<file path="config.mk">
export PLATFORM = sky130hd
export DESIGN_NAME = least_loaded_core_balancer_unit
export DESIGN_NICKNAME = d
export VERILOG_FILES = /design/src/rtl/llcb_pkg.sv /design/src/rtl/llcb_front.sv /design/src/rtl/llcb_back.sv /design/src/rtl/least_loaded_core_balancer_unit.sv
export SDC_FILE = /design/constraint.sdc
export NUM_CORES = 2
export LEC_CHECK = 0
export BUFFER_PORTS_ARGS = -buffer_cell sky130_fd_sc_hd__buf_4
export CAP_MARGIN = 20
export CORE_MARGIN = 2
export CORE_UTILIZATION = 55
export DETAILED_ROUTE_END_ITERATION = 7
export PLACE_DENSITY = 0.71
export SYNTH_ARGS = -nofsm -noshare
export SYNTH_HDL_FRONTEND = slang
export SYNTH_SLANG_ARGS = --single-unit
</file>
<file path="constraint.sdc">
create_clock -name clk -period 5.8 [get_ports clk]
set_clock_uncertainty 0.2 [all_clocks]
set_input_delay 0.87 -clock clk [delete_from_list [all_inputs] [get_ports clk]]
set_output_delay 0.87 -clock clk [all_outputs]
set_load 0.1 [all_outputs]
</file>
<file path="src/rtl/llcb_pkg.sv">
// ----------------------------------------------------------------------------
// Least-loaded core balancer package
// Shared types and codes for the front end, the back end and the top level.
// ----------------------------------------------------------------------------
package llcb_pkg;

  localparam int unsigned LOAD_W     = 16;
  localparam int unsigned TASK_W     = 16;
  localparam int unsigned INDEX_W    = 8;
  localparam int unsigned CORE_OUT_W = 3;

  localparam logic [LOAD_W-1:0] LOAD_MAX = 16'hFFFF;

  typedef enum logic [1:0] {
    OP_ASSIGN   = 2'd0,
    OP_SET_LOAD = 2'd1,
    OP_BALANCE  = 2'd2,
    OP_RESERVED = 2'd3
  } op_t;

  typedef enum logic [2:0] {
    ST_DONE       = 3'd0,
    ST_QUEUE_FULL = 3'd1,
    ST_BALANCED   = 3'd2,
    ST_SRC_EMPTY  = 3'd3,
    ST_DST_FULL   = 3'd4,
    ST_BAD_INDEX  = 3'd5
  } status_t;

  typedef enum logic [2:0] {
    S_IDLE,
    S_SCAN,
    S_SEL,
    S_ASN,
    S_BAL_SRC,
    S_BAL_DST,
    S_BAL_POP,
    S_BAL_FIN
  } state_t;

  typedef struct packed {
    op_t                op;
    logic [TASK_W-1:0]  task_id;
    logic [INDEX_W-1:0] core_index;
    logic [LOAD_W-1:0]  load_value;
    logic               index_ok;
  } cmd_t;

  typedef struct packed {
    logic [CORE_OUT_W-1:0] target_core;
    logic [CORE_OUT_W-1:0] source_core;
    logic [TASK_W-1:0]     moved_task;
    logic [LOAD_W-1:0]     target_load;
    status_t               status;
  } result_t;

endpackage

</file>
<file path="src/rtl/llcb_front.sv">
// ----------------------------------------------------------------------------
// Least-loaded core balancer front end
// Accepts transactions, classifies them and buffers them in a two-entry queue.
// ----------------------------------------------------------------------------
module llcb_front #(
  parameter int unsigned CORES = 8
) (
  input  logic                              clk,
  input  logic                              rst,
  input  logic                              in_valid,
  output logic                              in_stall,
  input  logic [1:0]                        opcode,
  input  logic [llcb_pkg::TASK_W-1:0]       task_id,
  input  logic [llcb_pkg::INDEX_W-1:0]      core_index,
  input  logic [llcb_pkg::LOAD_W-1:0]       load_value,
  output logic                              cmd_valid,
  output llcb_pkg::cmd_t                    cmd,
  input  logic                              cmd_pop
);

  llcb_pkg::cmd_t fifo [2];
  llcb_pkg::cmd_t classified;
  logic           wr_ptr;
  logic           rd_ptr;
  logic [1:0]     count;
  logic           push;
  logic           pop;

  always_comb begin
    classified.op         = llcb_pkg::op_t'(opcode);
    classified.task_id    = task_id;
    classified.core_index = core_index;
    classified.load_value = load_value;
    classified.index_ok   = 9'(core_index) < 9'(CORES);
  end

  assign in_stall  = (count == 2'd2);
  assign cmd_valid = (count != 2'd0);
  assign cmd       = fifo[rd_ptr];
  assign push      = in_valid && !in_stall;
  assign pop       = cmd_pop && cmd_valid;

  always_ff @(posedge clk) begin
    if (rst) begin
      wr_ptr <= 1'b0;
      rd_ptr <= 1'b0;
      count  <= 2'd0;
    end else begin
      if (push) begin
        wr_ptr <= ~wr_ptr;
      end
      if (pop) begin
        rd_ptr <= ~rd_ptr;
      end
      if (push && !pop) begin
        count <= count + 2'd1;
      end else if (pop && !push) begin
        count <= count - 2'd1;
      end
    end
  end

  always_ff @(posedge clk) begin
    if (push) begin
      fifo[wr_ptr] <= classified;
    end
  end

endmodule

</file>
<file path="src/rtl/llcb_back.sv">
// ----------------------------------------------------------------------------
// Least-loaded core balancer back end
// Scans the core loads, updates the per-core task queues and forms results.
// ----------------------------------------------------------------------------
module llcb_back #(
  parameter int unsigned CORES       = 8,
  parameter int unsigned QUEUE_DEPTH = 16
) (
  input  logic              clk,
  input  logic              rst,
  input  logic              cmd_valid,
  input  llcb_pkg::cmd_t    cmd,
  output logic              cmd_pop,
  output logic              res_valid,
  input  logic              res_stall,
  output llcb_pkg::result_t res
);

  localparam int unsigned CW      = $clog2(CORES);
  localparam int unsigned PW      = $clog2(QUEUE_DEPTH);
  localparam int unsigned NW      = $clog2(QUEUE_DEPTH + 1);
  localparam int unsigned ENTRIES = CORES * QUEUE_DEPTH;
  localparam int unsigned AW      = $clog2(ENTRIES);
  localparam int unsigned KW      = $clog2(CORES + 1);
  localparam int unsigned LW      = llcb_pkg::LOAD_W;
  localparam int unsigned TW      = llcb_pkg::TASK_W;

  typedef struct packed {
    logic [PW-1:0] head;
    logic [PW-1:0] tail;
    logic [NW-1:0] count;
  } qptr_t;

  function automatic logic [PW-1:0] wrap_inc(input logic [PW-1:0] p);
    if (p == PW'(QUEUE_DEPTH - 1)) begin
      return '0;
    end
    return p + 1'b1;
  endfunction

  function automatic logic [AW-1:0] slot_addr(input logic [CW-1:0] c, input logic [PW-1:0] p);
    return AW'(c) * AW'(QUEUE_DEPTH) + AW'(p);
  endfunction

  function automatic logic [llcb_pkg::CORE_OUT_W-1:0] core_out(input logic [CW-1:0] c);
    return llcb_pkg::CORE_OUT_W'(c);
  endfunction

  llcb_pkg::state_t  state;
  llcb_pkg::state_t  state_next;
  logic [KW-1:0]     k;
  llcb_pkg::cmd_t    cur;
  logic [CW-1:0]     min_idx;
  logic [CW-1:0]     max_idx;
  logic [LW-1:0]     min_val;
  logic [LW-1:0]     max_val;
  qptr_t             src_ptr;
  qptr_t             dst_ptr;
  logic [TW-1:0]     moved;

  logic [LW-1:0]     load_mem [CORES];
  logic [CORES-1:0]  load_vld;
  logic [LW-1:0]     load_q;
  logic              load_qv;
  logic              load_re;
  logic              load_we;
  logic [CW-1:0]     load_raddr;
  logic [CW-1:0]     load_waddr;
  logic [LW-1:0]     load_wdata;

  qptr_t             ptr_mem [CORES];
  logic [CORES-1:0]  ptr_vld;
  qptr_t             ptr_q;
  logic              ptr_qv;
  logic              ptr_re;
  logic              ptr_we;
  logic [CW-1:0]     ptr_raddr;
  logic [CW-1:0]     ptr_waddr;
  qptr_t             ptr_wdata;

  logic [TW-1:0]     q_mem [ENTRIES];
  logic [TW-1:0]     q_q;
  logic              q_re;
  logic              q_we;
  logic [AW-1:0]     q_raddr;
  logic [AW-1:0]     q_waddr;
  logic [TW-1:0]     q_wdata;

  logic              go;
  logic [LW-1:0]     scan_val;
  logic [CW-1:0]     scan_idx;
  qptr_t             ptr_val;
  logic              bal_skip;
  logic [LW-1:0]     asn_load;
  logic              dst_full;
  logic              src_empty;
  logic              res_load;
  llcb_pkg::result_t res_next;

  assign go        = (state == llcb_pkg::S_IDLE) && cmd_valid && !res_valid;
  assign scan_val  = load_qv ? load_q : '0;
  assign scan_idx  = CW'(k - 1'b1);
  assign ptr_val   = ptr_qv ? ptr_q : '0;
  assign bal_skip  = (max_val - min_val) <= LW'(1);
  assign asn_load  = (min_val == llcb_pkg::LOAD_MAX) ? min_val : min_val + 1'b1;
  assign dst_full  = ptr_val.count >= NW'(QUEUE_DEPTH);
  assign src_empty = (src_ptr.count == '0);

  always_comb begin
    state_next = state;
    unique case (state)
      llcb_pkg::S_IDLE: begin
        if (go) begin
          unique case (cmd.op) inside
            llcb_pkg::OP_ASSIGN, llcb_pkg::OP_BALANCE: state_next = llcb_pkg::S_SCAN;
            default:                                   state_next = llcb_pkg::S_IDLE;
          endcase
        end
      end
      llcb_pkg::S_SCAN: begin
        if (k == KW'(CORES)) begin
          state_next = llcb_pkg::S_SEL;
        end
      end
      llcb_pkg::S_SEL: begin
        if (cur.op == llcb_pkg::OP_ASSIGN) begin
          state_next = llcb_pkg::S_ASN;
        end else if (bal_skip) begin
          state_next = llcb_pkg::S_IDLE;
        end else begin
          state_next = llcb_pkg::S_BAL_SRC;
        end
      end
      llcb_pkg::S_ASN:     state_next = llcb_pkg::S_IDLE;
      llcb_pkg::S_BAL_SRC: state_next = llcb_pkg::S_BAL_DST;
      llcb_pkg::S_BAL_DST: begin
        if (src_empty || dst_full) begin
          state_next = llcb_pkg::S_IDLE;
        end else begin
          state_next = llcb_pkg::S_BAL_POP;
        end
      end
      llcb_pkg::S_BAL_POP: state_next = llcb_pkg::S_BAL_FIN;
      llcb_pkg::S_BAL_FIN: state_next = llcb_pkg::S_IDLE;
      default:             state_next = llcb_pkg::S_IDLE;
    endcase
  end

  always_comb begin
    cmd_pop    = 1'b0;
    load_re    = 1'b0;
    load_we    = 1'b0;
    load_raddr = '0;
    load_waddr = '0;
    load_wdata = '0;
    ptr_re     = 1'b0;
    ptr_we     = 1'b0;
    ptr_raddr  = '0;
    ptr_waddr  = '0;
    ptr_wdata  = '0;
    q_re       = 1'b0;
    q_we       = 1'b0;
    q_raddr    = '0;
    q_waddr    = '0;
    q_wdata    = '0;
    res_load   = 1'b0;
    res_next   = '0;
    unique case (state)
      llcb_pkg::S_IDLE: begin
        cmd_pop = go;
        if (go && (cmd.op == llcb_pkg::OP_SET_LOAD) && cmd.index_ok) begin
          load_we              = 1'b1;
          load_waddr           = CW'(cmd.core_index);
          load_wdata           = cmd.load_value;
          res_load             = 1'b1;
          res_next.target_core = llcb_pkg::CORE_OUT_W'(cmd.core_index);
          res_next.target_load = cmd.load_value;
          res_next.status      = llcb_pkg::ST_DONE;
        end else if (go && (cmd.op != llcb_pkg::OP_ASSIGN) &&
                     (cmd.op != llcb_pkg::OP_BALANCE)) begin
          res_load        = 1'b1;
          res_next.status = llcb_pkg::ST_BAD_INDEX;
        end
      end
      llcb_pkg::S_SCAN: begin
        load_re    = (k < KW'(CORES));
        load_raddr = CW'(k);
      end
      llcb_pkg::S_SEL: begin
        if (cur.op == llcb_pkg::OP_ASSIGN) begin
          ptr_re    = 1'b1;
          ptr_raddr = min_idx;
        end else if (bal_skip) begin
          res_load             = 1'b1;
          res_next.target_core = core_out(min_idx);
          res_next.source_core = core_out(max_idx);
          res_next.target_load = min_val;
          res_next.status      = llcb_pkg::ST_BALANCED;
        end else begin
          ptr_re    = 1'b1;
          ptr_raddr = max_idx;
        end
      end
      llcb_pkg::S_ASN: begin
        res_load             = 1'b1;
        res_next.target_core = core_out(min_idx);
        if (dst_full) begin
          res_next.target_load = min_val;
          res_next.status      = llcb_pkg::ST_QUEUE_FULL;
        end else begin
          q_we                 = 1'b1;
          q_waddr              = slot_addr(min_idx, ptr_val.tail);
          q_wdata              = cur.task_id;
          ptr_we               = 1'b1;
          ptr_waddr            = min_idx;
          ptr_wdata.head       = ptr_val.head;
          ptr_wdata.tail       = wrap_inc(ptr_val.tail);
          ptr_wdata.count      = ptr_val.count + 1'b1;
          load_we              = 1'b1;
          load_waddr           = min_idx;
          load_wdata           = asn_load;
          res_next.target_load = asn_load;
          res_next.status      = llcb_pkg::ST_DONE;
        end
      end
      llcb_pkg::S_BAL_SRC: begin
        ptr_re    = 1'b1;
        ptr_raddr = min_idx;
      end
      llcb_pkg::S_BAL_DST: begin
        if (src_empty || dst_full) begin
          res_load             = 1'b1;
          res_next.target_core = core_out(min_idx);
          res_next.source_core = core_out(max_idx);
          res_next.target_load = min_val;
          res_next.status      = src_empty ? llcb_pkg::ST_SRC_EMPTY : llcb_pkg::ST_DST_FULL;
        end else begin
          q_re    = 1'b1;
          q_raddr = slot_addr(max_idx, src_ptr.head);
        end
      end
      llcb_pkg::S_BAL_POP: begin
        q_we            = 1'b1;
        q_waddr         = slot_addr(min_idx, dst_ptr.tail);
        q_wdata         = q_q;
        ptr_we          = 1'b1;
        ptr_waddr       = min_idx;
        ptr_wdata.head  = dst_ptr.head;
        ptr_wdata.tail  = wrap_inc(dst_ptr.tail);
        ptr_wdata.count = dst_ptr.count + 1'b1;
        load_we         = 1'b1;
        load_waddr      = min_idx;
        load_wdata      = min_val + 1'b1;
      end
      llcb_pkg::S_BAL_FIN: begin
        ptr_we               = 1'b1;
        ptr_waddr            = max_idx;
        ptr_wdata.head       = wrap_inc(src_ptr.head);
        ptr_wdata.tail       = src_ptr.tail;
        ptr_wdata.count      = src_ptr.count - 1'b1;
        load_we              = 1'b1;
        load_waddr           = max_idx;
        load_wdata           = max_val - 1'b1;
        res_load             = 1'b1;
        res_next.target_core = core_out(min_idx);
        res_next.source_core = core_out(max_idx);
        res_next.moved_task  = moved;
        res_next.target_load = min_val + 1'b1;
        res_next.status      = llcb_pkg::ST_DONE;
      end
      default: begin
      end
    endcase
  end

  always_ff @(posedge clk) begin
    if (rst) begin
      state     <= llcb_pkg::S_IDLE;
      res_valid <= 1'b0;
      load_vld  <= '0;
      ptr_vld   <= '0;
    end else begin
      state <= state_next;
      if (res_load) begin
        res_valid <= 1'b1;
      end else if (!res_stall) begin
        res_valid <= 1'b0;
      end
      if (load_we) begin
        load_vld[load_waddr] <= 1'b1;
      end
      if (ptr_we) begin
        ptr_vld[ptr_waddr] <= 1'b1;
      end
    end
  end

  always_ff @(posedge clk) begin
    if (go) begin
      cur <= cmd;
      k   <= '0;
    end
    if (state == llcb_pkg::S_SCAN) begin
      if (k != KW'(CORES)) begin
        k <= k + 1'b1;
      end
      if (k == KW'(1)) begin
        min_idx <= '0;
        max_idx <= '0;
        min_val <= scan_val;
        max_val <= scan_val;
      end else if (k != '0) begin
        if (scan_val < min_val) begin
          min_idx <= scan_idx;
          min_val <= scan_val;
        end
        if (scan_val > max_val) begin
          max_idx <= scan_idx;
          max_val <= scan_val;
        end
      end
    end
    if (state == llcb_pkg::S_BAL_SRC) begin
      src_ptr <= ptr_val;
    end
    if (state == llcb_pkg::S_BAL_DST) begin
      dst_ptr <= ptr_val;
    end
    if (state == llcb_pkg::S_BAL_POP) begin
      moved <= q_q;
    end
    if (res_load) begin
      res <= res_next;
    end
  end

  always_ff @(posedge clk) begin
    if (load_we) begin
      load_mem[load_waddr] <= load_wdata;
    end
    if (load_re) begin
      load_q  <= load_mem[load_raddr];
      load_qv <= load_vld[load_raddr];
    end
  end

  always_ff @(posedge clk) begin
    if (ptr_we) begin
      ptr_mem[ptr_waddr] <= ptr_wdata;
    end
    if (ptr_re) begin
      ptr_q  <= ptr_mem[ptr_raddr];
      ptr_qv <= ptr_vld[ptr_raddr];
    end
  end

  always_ff @(posedge clk) begin
    if (q_we) begin
      q_mem[q_waddr] <= q_wdata;
    end
    if (q_re) begin
      q_q <= q_mem[q_raddr];
    end
  end

`ifndef SYNTHESIS
  a_count_bound: assert property (@(posedge clk) disable iff (rst)
    ptr_we |-> (ptr_wdata.count <= NW'(QUEUE_DEPTH)))
    else $error("Queue count written above the queue depth.");

  a_move_distinct: assert property (@(posedge clk) disable iff (rst)
    (state == llcb_pkg::S_BAL_POP) |-> (min_idx != max_idx))
    else $error("Migration source and destination are the same core.");

  a_start_idle: assert property (@(posedge clk) disable iff (rst)
    cmd_pop |-> ((state == llcb_pkg::S_IDLE) && !res_valid))
    else $error("Command taken while busy or while a result is pending.");

  a_no_overwrite: assert property (@(posedge clk) disable iff (rst)
    res_load |-> !res_valid)
    else $error("Result formed while the previous result is still pending.");
`endif

endmodule

</file>
<file path="src/rtl/least_loaded_core_balancer_unit.sv">
// ----------------------------------------------------------------------------
// Least-loaded core balancer unit
// Dispatches tasks to the least loaded core and migrates tasks between cores.
// ----------------------------------------------------------------------------
// The input channel (in_valid, in_stall) carries one transaction per command:
// opcode, task_id, core_index and load_value. The output channel (out_valid,
// out_stall) returns exactly one result transaction per command, in order.
// A two-entry command queue sits between the two channels, so up to two
// further commands are taken while a result waits on out_stall; after that
// in_stall rises until the result is taken.
// Set load and unknown opcodes are answered from the idle state. Assign and
// balance first scan the core loads and select the least and most loaded
// cores; assign then writes the task, and balance ends there when the loads
// are within one, ends after reading both queue pointers when the source
// queue is empty or the destination queue is full, and else moves a task.
// The load scan reads one core load per cycle from the load memory.
// Commands run one at a time and the next one starts in the cycle after the
// previous result is taken.
// Reset empties all task queues and clears all loads at once, with no
// clearing pass; the first command can be taken in the cycle after reset.
// ----------------------------------------------------------------------------
module least_loaded_core_balancer_unit #(
  parameter int unsigned CORES       = 8,
  parameter int unsigned QUEUE_DEPTH = 16
) (
  input  logic                                clk,
  input  logic                                rst,
  input  logic                                in_valid,
  output logic                                in_stall,
  input  logic [1:0]                          opcode,
  input  logic [llcb_pkg::TASK_W-1:0]         task_id,
  input  logic [llcb_pkg::INDEX_W-1:0]        core_index,
  input  logic [llcb_pkg::LOAD_W-1:0]         load_value,
  output logic                                out_valid,
  input  logic                                out_stall,
  output logic [llcb_pkg::CORE_OUT_W-1:0]     target_core,
  output logic [llcb_pkg::CORE_OUT_W-1:0]     source_core,
  output logic [llcb_pkg::TASK_W-1:0]         moved_task,
  output logic [llcb_pkg::LOAD_W-1:0]         target_load,
  output logic [2:0]                          status
);

  llcb_pkg::cmd_t    cmd;
  logic              cmd_valid;
  logic              cmd_pop;
  llcb_pkg::result_t res;

  llcb_front #(
    .CORES(CORES)
  ) u_front (
    .clk        (clk),
    .rst        (rst),
    .in_valid   (in_valid),
    .in_stall   (in_stall),
    .opcode     (opcode),
    .task_id    (task_id),
    .core_index (core_index),
    .load_value (load_value),
    .cmd_valid  (cmd_valid),
    .cmd        (cmd),
    .cmd_pop    (cmd_pop)
  );

  llcb_back #(
    .CORES       (CORES),
    .QUEUE_DEPTH (QUEUE_DEPTH)
  ) u_back (
    .clk       (clk),
    .rst       (rst),
    .cmd_valid (cmd_valid),
    .cmd       (cmd),
    .cmd_pop   (cmd_pop),
    .res_valid (out_valid),
    .res_stall (out_stall),
    .res       (res)
  );

  assign target_core = res.target_core;
  assign source_core = res.source_core;
  assign moved_task  = res.moved_task;
  assign target_load = res.target_load;
  assign status      = 3'(res.status);

endmodule

</file>
Word-level counts from Yosys, hierarchy flattened
Memory sizes are Yosys's and may differ from the RTL's. A register that Yosys moved wholly into a read port is not among the register bits. Index checks and enable logic that the tools add are counted. Widths: inputs -> output; s select.

Bits in registers: 169. Bits in latches: 0. RAM bits: 2366. ROM bits: 0. Input bits: 46. Output and inout port bits: 43. Word-level logic and storage cells: 227. Memories kept: 4.

Add/subtract/negate cells: 16. Multipliers: 0. Div/mod/pow operators: 0. $lt $le $gt $ge: 12. Equality and inequality tests: 21. Shift-type cells: 0. Muxes and demuxes: 108. Bitwise gates (word level): 4. Reductions and logical operators: 34.

Memories: u_back.q_mem (words 128, bits a word 16, read ports 1, clocked after Yosys merged registers in 1, write ports 1, line llcb_back.sv:81) `logic [TW-1:0] q_mem [ENTRIES];`; u_back.load_mem (words 8, bits a word 16, read ports 1, clocked after Yosys merged registers in 1, write ports 1, line llcb_back.sv:61) `logic [LW-1:0] load_mem [CORES];`; u_back.ptr_mem (words 8, bits a word 13, read ports 1, clocked after Yosys merged registers in 1, write ports 1, line llcb_back.sv:71) `qptr_t ptr_mem [CORES];`; u_front.fifo (words 2, bits a word 43, read ports 1, clocked after Yosys merged registers in 1, write ports 1, line llcb_front.sv:21) `llcb_pkg::cmd_t fifo [2];`.

Operator list (number): $mux 16 (11); $pmux 19 s5 (1); $mux 19 (4); $pmux 16 s4 (1); $mux 3 (17); $pmux 13 s3 (1); $mux 1 (37); $mux 4 (9); $pmux 16 s2 (1); $mux 13 (2); $pmux 3 s4 (2); $add 7x4->7 (3); $mux 7 (3); $pmux 3 s7 (1); $mux 6 (3); $pmux 3 s3 (2); $add 16x1->16 const B (1); $add 4x1->4 const B (4); $eq 16x16->1 const B (1); $eq 4x4->1 const B (4); $gt 16x16->1 (1); $le 16x1->1 const B (1); $lt 16x16->1 (1); $lt 3x4->1 const B (4); 41 further kinds (80).

Depth between registers and ports, before layout
Depth after elaboration: 12. Mapped depth: 18. Depth with buffers taken out: 13.

Hierarchy
A second synthesis with hierarchy kept.

Cells, all modules: 7721. Area, all modules: 103415.4 sq um.

Modules (own cells, without submodules): llcb_back (times used 1, cells each 7560, area an instance 100084.7 sq um, seq. area each 74531.5 sq um); llcb_front (times used 1, cells each 161, area an instance 3330.7 sq um, seq. area each 2682.6 sq um).

Least setup slack after synthesis
Ideal clock, no wire load.

Path kind: flip-flop to flip-flop. From: reg u_back.state[0]. To: mem u_back.q_mem[0][11] (netlist name), data pin. Setup time: 0.533 ns. Data arrival time: 3.939 ns. Required time: 5.067 ns. Slack: 1.128 ns. Stages on the path, launching flop included: 9. Buffers on the path: 4. Clock period less this slack: 4.672 ns. Cells stage by stage: dfxtp_1 > buf_2 > nand2b_1 > or2_2 > clkbuf_1 > inv_2 > clkbuf_1 > clkbuf_1 > a22o_1.

Word-level cells in the longest chain between the ends: 2. Elaborated cells between the ends (all ways): 3. Classes of those cells: 2 x eq/ne; 1 x mux.

RTL lines: start, declared (line llcb_back.sv:49) `llcb_pkg::state_t state;`; start signal, assigned (line llcb_back.sv:278) `state <= llcb_pkg::S_IDLE;`; start signal, assigned (line llcb_back.sv:283) `state <= state_next;`; $eq 3x3->1 or $eq 3x2->1 (tied branches) (line llcb_back.sv:168) `unique case (state)`; $pmux 16 s2 * (line llcb_back.sv:168); via u_back.q_wdata[11] (line llcb_back.sv:87) `logic [TW-1:0] q_wdata;`; end, declared (line llcb_back.sv:81).

The timed path passes the listed nets; every way through them passes the cells marked *.

Worst setup path after layout
From: reg u_back.state[2]. To: reg u_back.q_q[14] (read register of u_back.q_mem), data pin.

Word-level cells in the longest chain between the ends: 2. Elaborated cells between the ends (all ways): 3. Classes of those cells: 1 x eq/ne; 2 x mux.

RTL lines: $eq 3x3->1 * (line llcb_back.sv:168); $mux 7 or $mux 1 (tied branches) (line llcb_back.sv:168); end, declared (line llcb_back.sv:82) `logic [TW-1:0] q_q;`.

Mark *: on every way between the ends. The rest lies on a longest branch, timed or not. A chain may end at the register's enable or synchronous reset.

==> results.ini <==
[setup_path]
cpMostUsedCell=buf_4
cp_slowest_stage_delay_ns=0.89
crit_family=simple AND/OR/NAND/NOR gates
r2r_end=u_back.q_q[14]$_DFFE_PP_
arrival_ns=6.06
reg2reg_slack_ns=0.29
cp-end-kind=register
reg2reg_from=u_back.state[2]$_SDFFE_PP0P_
worst_setup_path_start_kind=register
ff2ff_path_depth=13
slowest_stage=nor4_1
path_max_fanout=35
worst-path-buf-inv=6
path_cells=nand3b_1 > inv_1 > buf_4 > nand3_4 > inv_2 > buf_4 > nand2_4 > buf_4 > buf_4 > o21ai_0 > o22ai_1 > nor4_1 > or3_1
path_class=register to register
required_ns=6.36

[floorplanning]
core_area_sq_um=192000
die_x_microns=443
dieArea_sq_um=196000
ios=89
die_y_microns=443
initial_utilization_pct=55.1
fp-row-count=161

[synth]
ys_async_sr_fraction_pct=0
synth_area_leaders=edfxtp_1 72%, nand2_1 4.3%, o211ai_1 2.9%
yosys_register_bits=2571
syn_nets=7818
syn_area_per_cell_sq_um=13.7
synth_warnings=0
synth-edff-count=2542
seq_area_frac_synth_pct=72.6
synthDistinctLibCells=80
yosys.area.top_type=edfxtp_1
netlist_instances=7711
syn_area_sq_um=106000
synth-main-ff-cell=edfxtp_1
synth_top_cell_area_share_pct=72.1
synth.most_common_cell=edfxtp_1
ys_top_cells_by_count=2542 x edfxtp_1, 1200 x nand2_1, 448 x or3_1

[sta]
finalHoldViolations=0
timing.hold.ws_ns=0.0927
report.final.setup_viol=0
rsz0062_at_grt=false
layout_setup_ws_ns=0.293
finalCritPeriodShare_pct=94.9
fmaxAchievable_mhz=182
finalSetupTns_ns=0
slew_headroom_pct=20.9
tightestPinTransition_ns=1.19
fin_crit_ns=5.51
drv_slew=0

[clocking]
cts_hold_buf=37
cts.path.max_buffers=3
path_clk_slew_ns=0.07
post-cts-setup-buffer-count=0
cts_sinks=2571
ctsResizeCount=0
cts_tree=done
htree_levels=4
clk_latency_ns=0.90
cts-root-buf=clkbuf_16
cts_buffers=241

[placement]
place.gp.congestion=0.967
io_buffers=88
pre_cts_ws_ns=0.484
dp_hpwl_mm=177

[global_route]
grt_max_degree=140
overflow=0
grt_pass1_wl_mm=436
grt_use_total_pct=29.8
antenna_found_initial=7
grt_pass1_vias=65900

[pwr]
p_int_uw=29600
switchingPower_uw=8560
p_total_uw=38100
p_leak_uw=0.0370
p_sw_share_pct=22.4
clock_power_share_pct=39.9
peakVddDrop_v=0.000335
pwr-share-comb_pct=5.6
seq_power_share_pct=54.5
cellPowerDensity_nw_per_um2=322

[routing]
met1_length_mm=113
drt_wl_total_mm=298
met2_length_mm=139
top_layer=met5
antenna_left=0
vias=69200
first_pass_iters=8
drtIter0Drc=10100
drc=0
wl_per_cell_microns=28.2
met3_length_mm=32.2
post_drt_via_cell_ratio=6.55

[layout]
drive_gt1_share_pct=10.6
fillers=13900
num-nets-final=7946
utilization_pct=61.7
syn2layout_area_growth_pct=12.0

[worst_hold_path]
hold_end=u_front.fifo[0][0]$_DFFE_PP_
hp-start=core_index[7]
hp-class=input port to register
whs_path_depth=2

[outcome]
status=finished, final reports clean

[run]
drv_cap=0

worst reg2reg max path, stage by stage, from the launching register on:
cell and delay, ns:
dfxtp_1 0.64, nand3b_1 0.22, inv_1 0.10, buf_4 0.26, nand3_4 0.26, inv_2 0.25
buf_4 0.53, nand2_4 0.52, buf_4 0.37, buf_4 0.18, o21ai_0 0.57, o22ai_1 0.16
nor4_1 0.89, or3_1 0.23
layout make-up:
class,instances,area [sq um],share of cell area (%)
flip-flops and latches,2571,76900,64.9
multi-input cells,4443,26400,22.2
clock buffers,303,6360,5.36
repair buffers,466,4160,3.51
well taps,2526,3160,2.67
clock inverters,140,1130,0.957
inverters,116,443,0.374
diodes,5,12.5,0.0106
power groups by stage:
stage	Combinational (uW)	Clock (uW)	Sequential, uW
floorplan	952	0	21600
global placement	2060	0	21200
detailed placement	2100	0	21200
CTS	2130	15300	20800
global route	2260	16000	20800
finish	2140	15200	20800
flip-flops by register name (all words and copies together), names as in the netlist, 4 cells and up, named ones only:
signal           count
u_back.cur          18
u_back.dst_ptr      13
u_back.k             4
u_back.load_mem    128
u_back.load_q       16
u_back.load_vld      8
u_back.max_val      16
u_back.min_val      16
u_back.moved        16
u_back.ptr_mem     104
u_back.ptr_q        13
u_back.ptr_vld       8
u_back.q_mem      2048
u_back.q_q          16
u_back.res          41
u_back.src_ptr      13
u_front.fifo        76
layer usage:
layer	vias to the layer above	track usage [%]
met5	-	0
met4	4	12.8
met3	650	5.70
met2	4039	46.4
met1	34600	41.2
li1	29900	-
through the flow:
step | instances | instance area (sq um)
detailed placement | 10100 | 111000
floorplan | 7711 | 106000
global placement | 10100 | 111000
CTS | 10600 | 118000
global route | 10600 | 119000
finish | 10600 | 119000
worst max-delay path by stage:
stage,end,cells past startpoint,startpoint
floorplan,u_back.q_mem[0][11]$_DFFE_PP_,8,u_back.state[0]$_SDFFE_PP0P_
global placement,u_back.q_q[1]$_DFFE_PP_,13,u_back.src_ptr[0]$_DFFE_PN_
detailed placement,u_back.q_q[14]$_DFFE_PP_,13,u_back.state[2]$_SDFFE_PP0P_
CTS,u_back.q_q[14]$_DFFE_PP_,13,u_back.state[2]$_SDFFE_PP0P_
global route,u_back.q_q[14]$_DFFE_PP_,13,u_back.state[2]$_SDFFE_PP0P_
finish,u_back.q_q[14]$_DFFE_PP_,13,u_back.state[2]$_SDFFE_PP0P_
cell families after synthesis:
kind of cell               after synthesis  synth area share [%]
adders and majority gates               61                 0.728
xor gates and xnor gates                48                 0.397
DFF                                   2571                  72.6
muxes                                  143                  1.61
and+or+nand+nor                       2532                  11.2
buffers and inverters                  697                  2.70
AOI/OAI and AO/OA                     1659                  10.7
cells in the final DEF (no fill, tap or decap), types with 43 or more instances in the layout:
cell type / n
a211oi_1: 55
a21oi_1: 334
a311oi_1: 228
and2_1: 51
and3_1: 254
buf_4: 384
clkbuf_1: 56
clkbuf_16: 244
clkinv_1: 62
clkinv_2: 43
edfxtp_1: 2542
ha_1: 60
inv_1: 113
mux2i_1: 102
nand2_1: 1195
nand3_1: 77
nor2_1: 295
nor3_1: 107
o211ai_1: 416
o21ai_0: 318
o32ai_1: 57
or3_1: 448
Note: power is estimated with default switching activity, not from simulation.
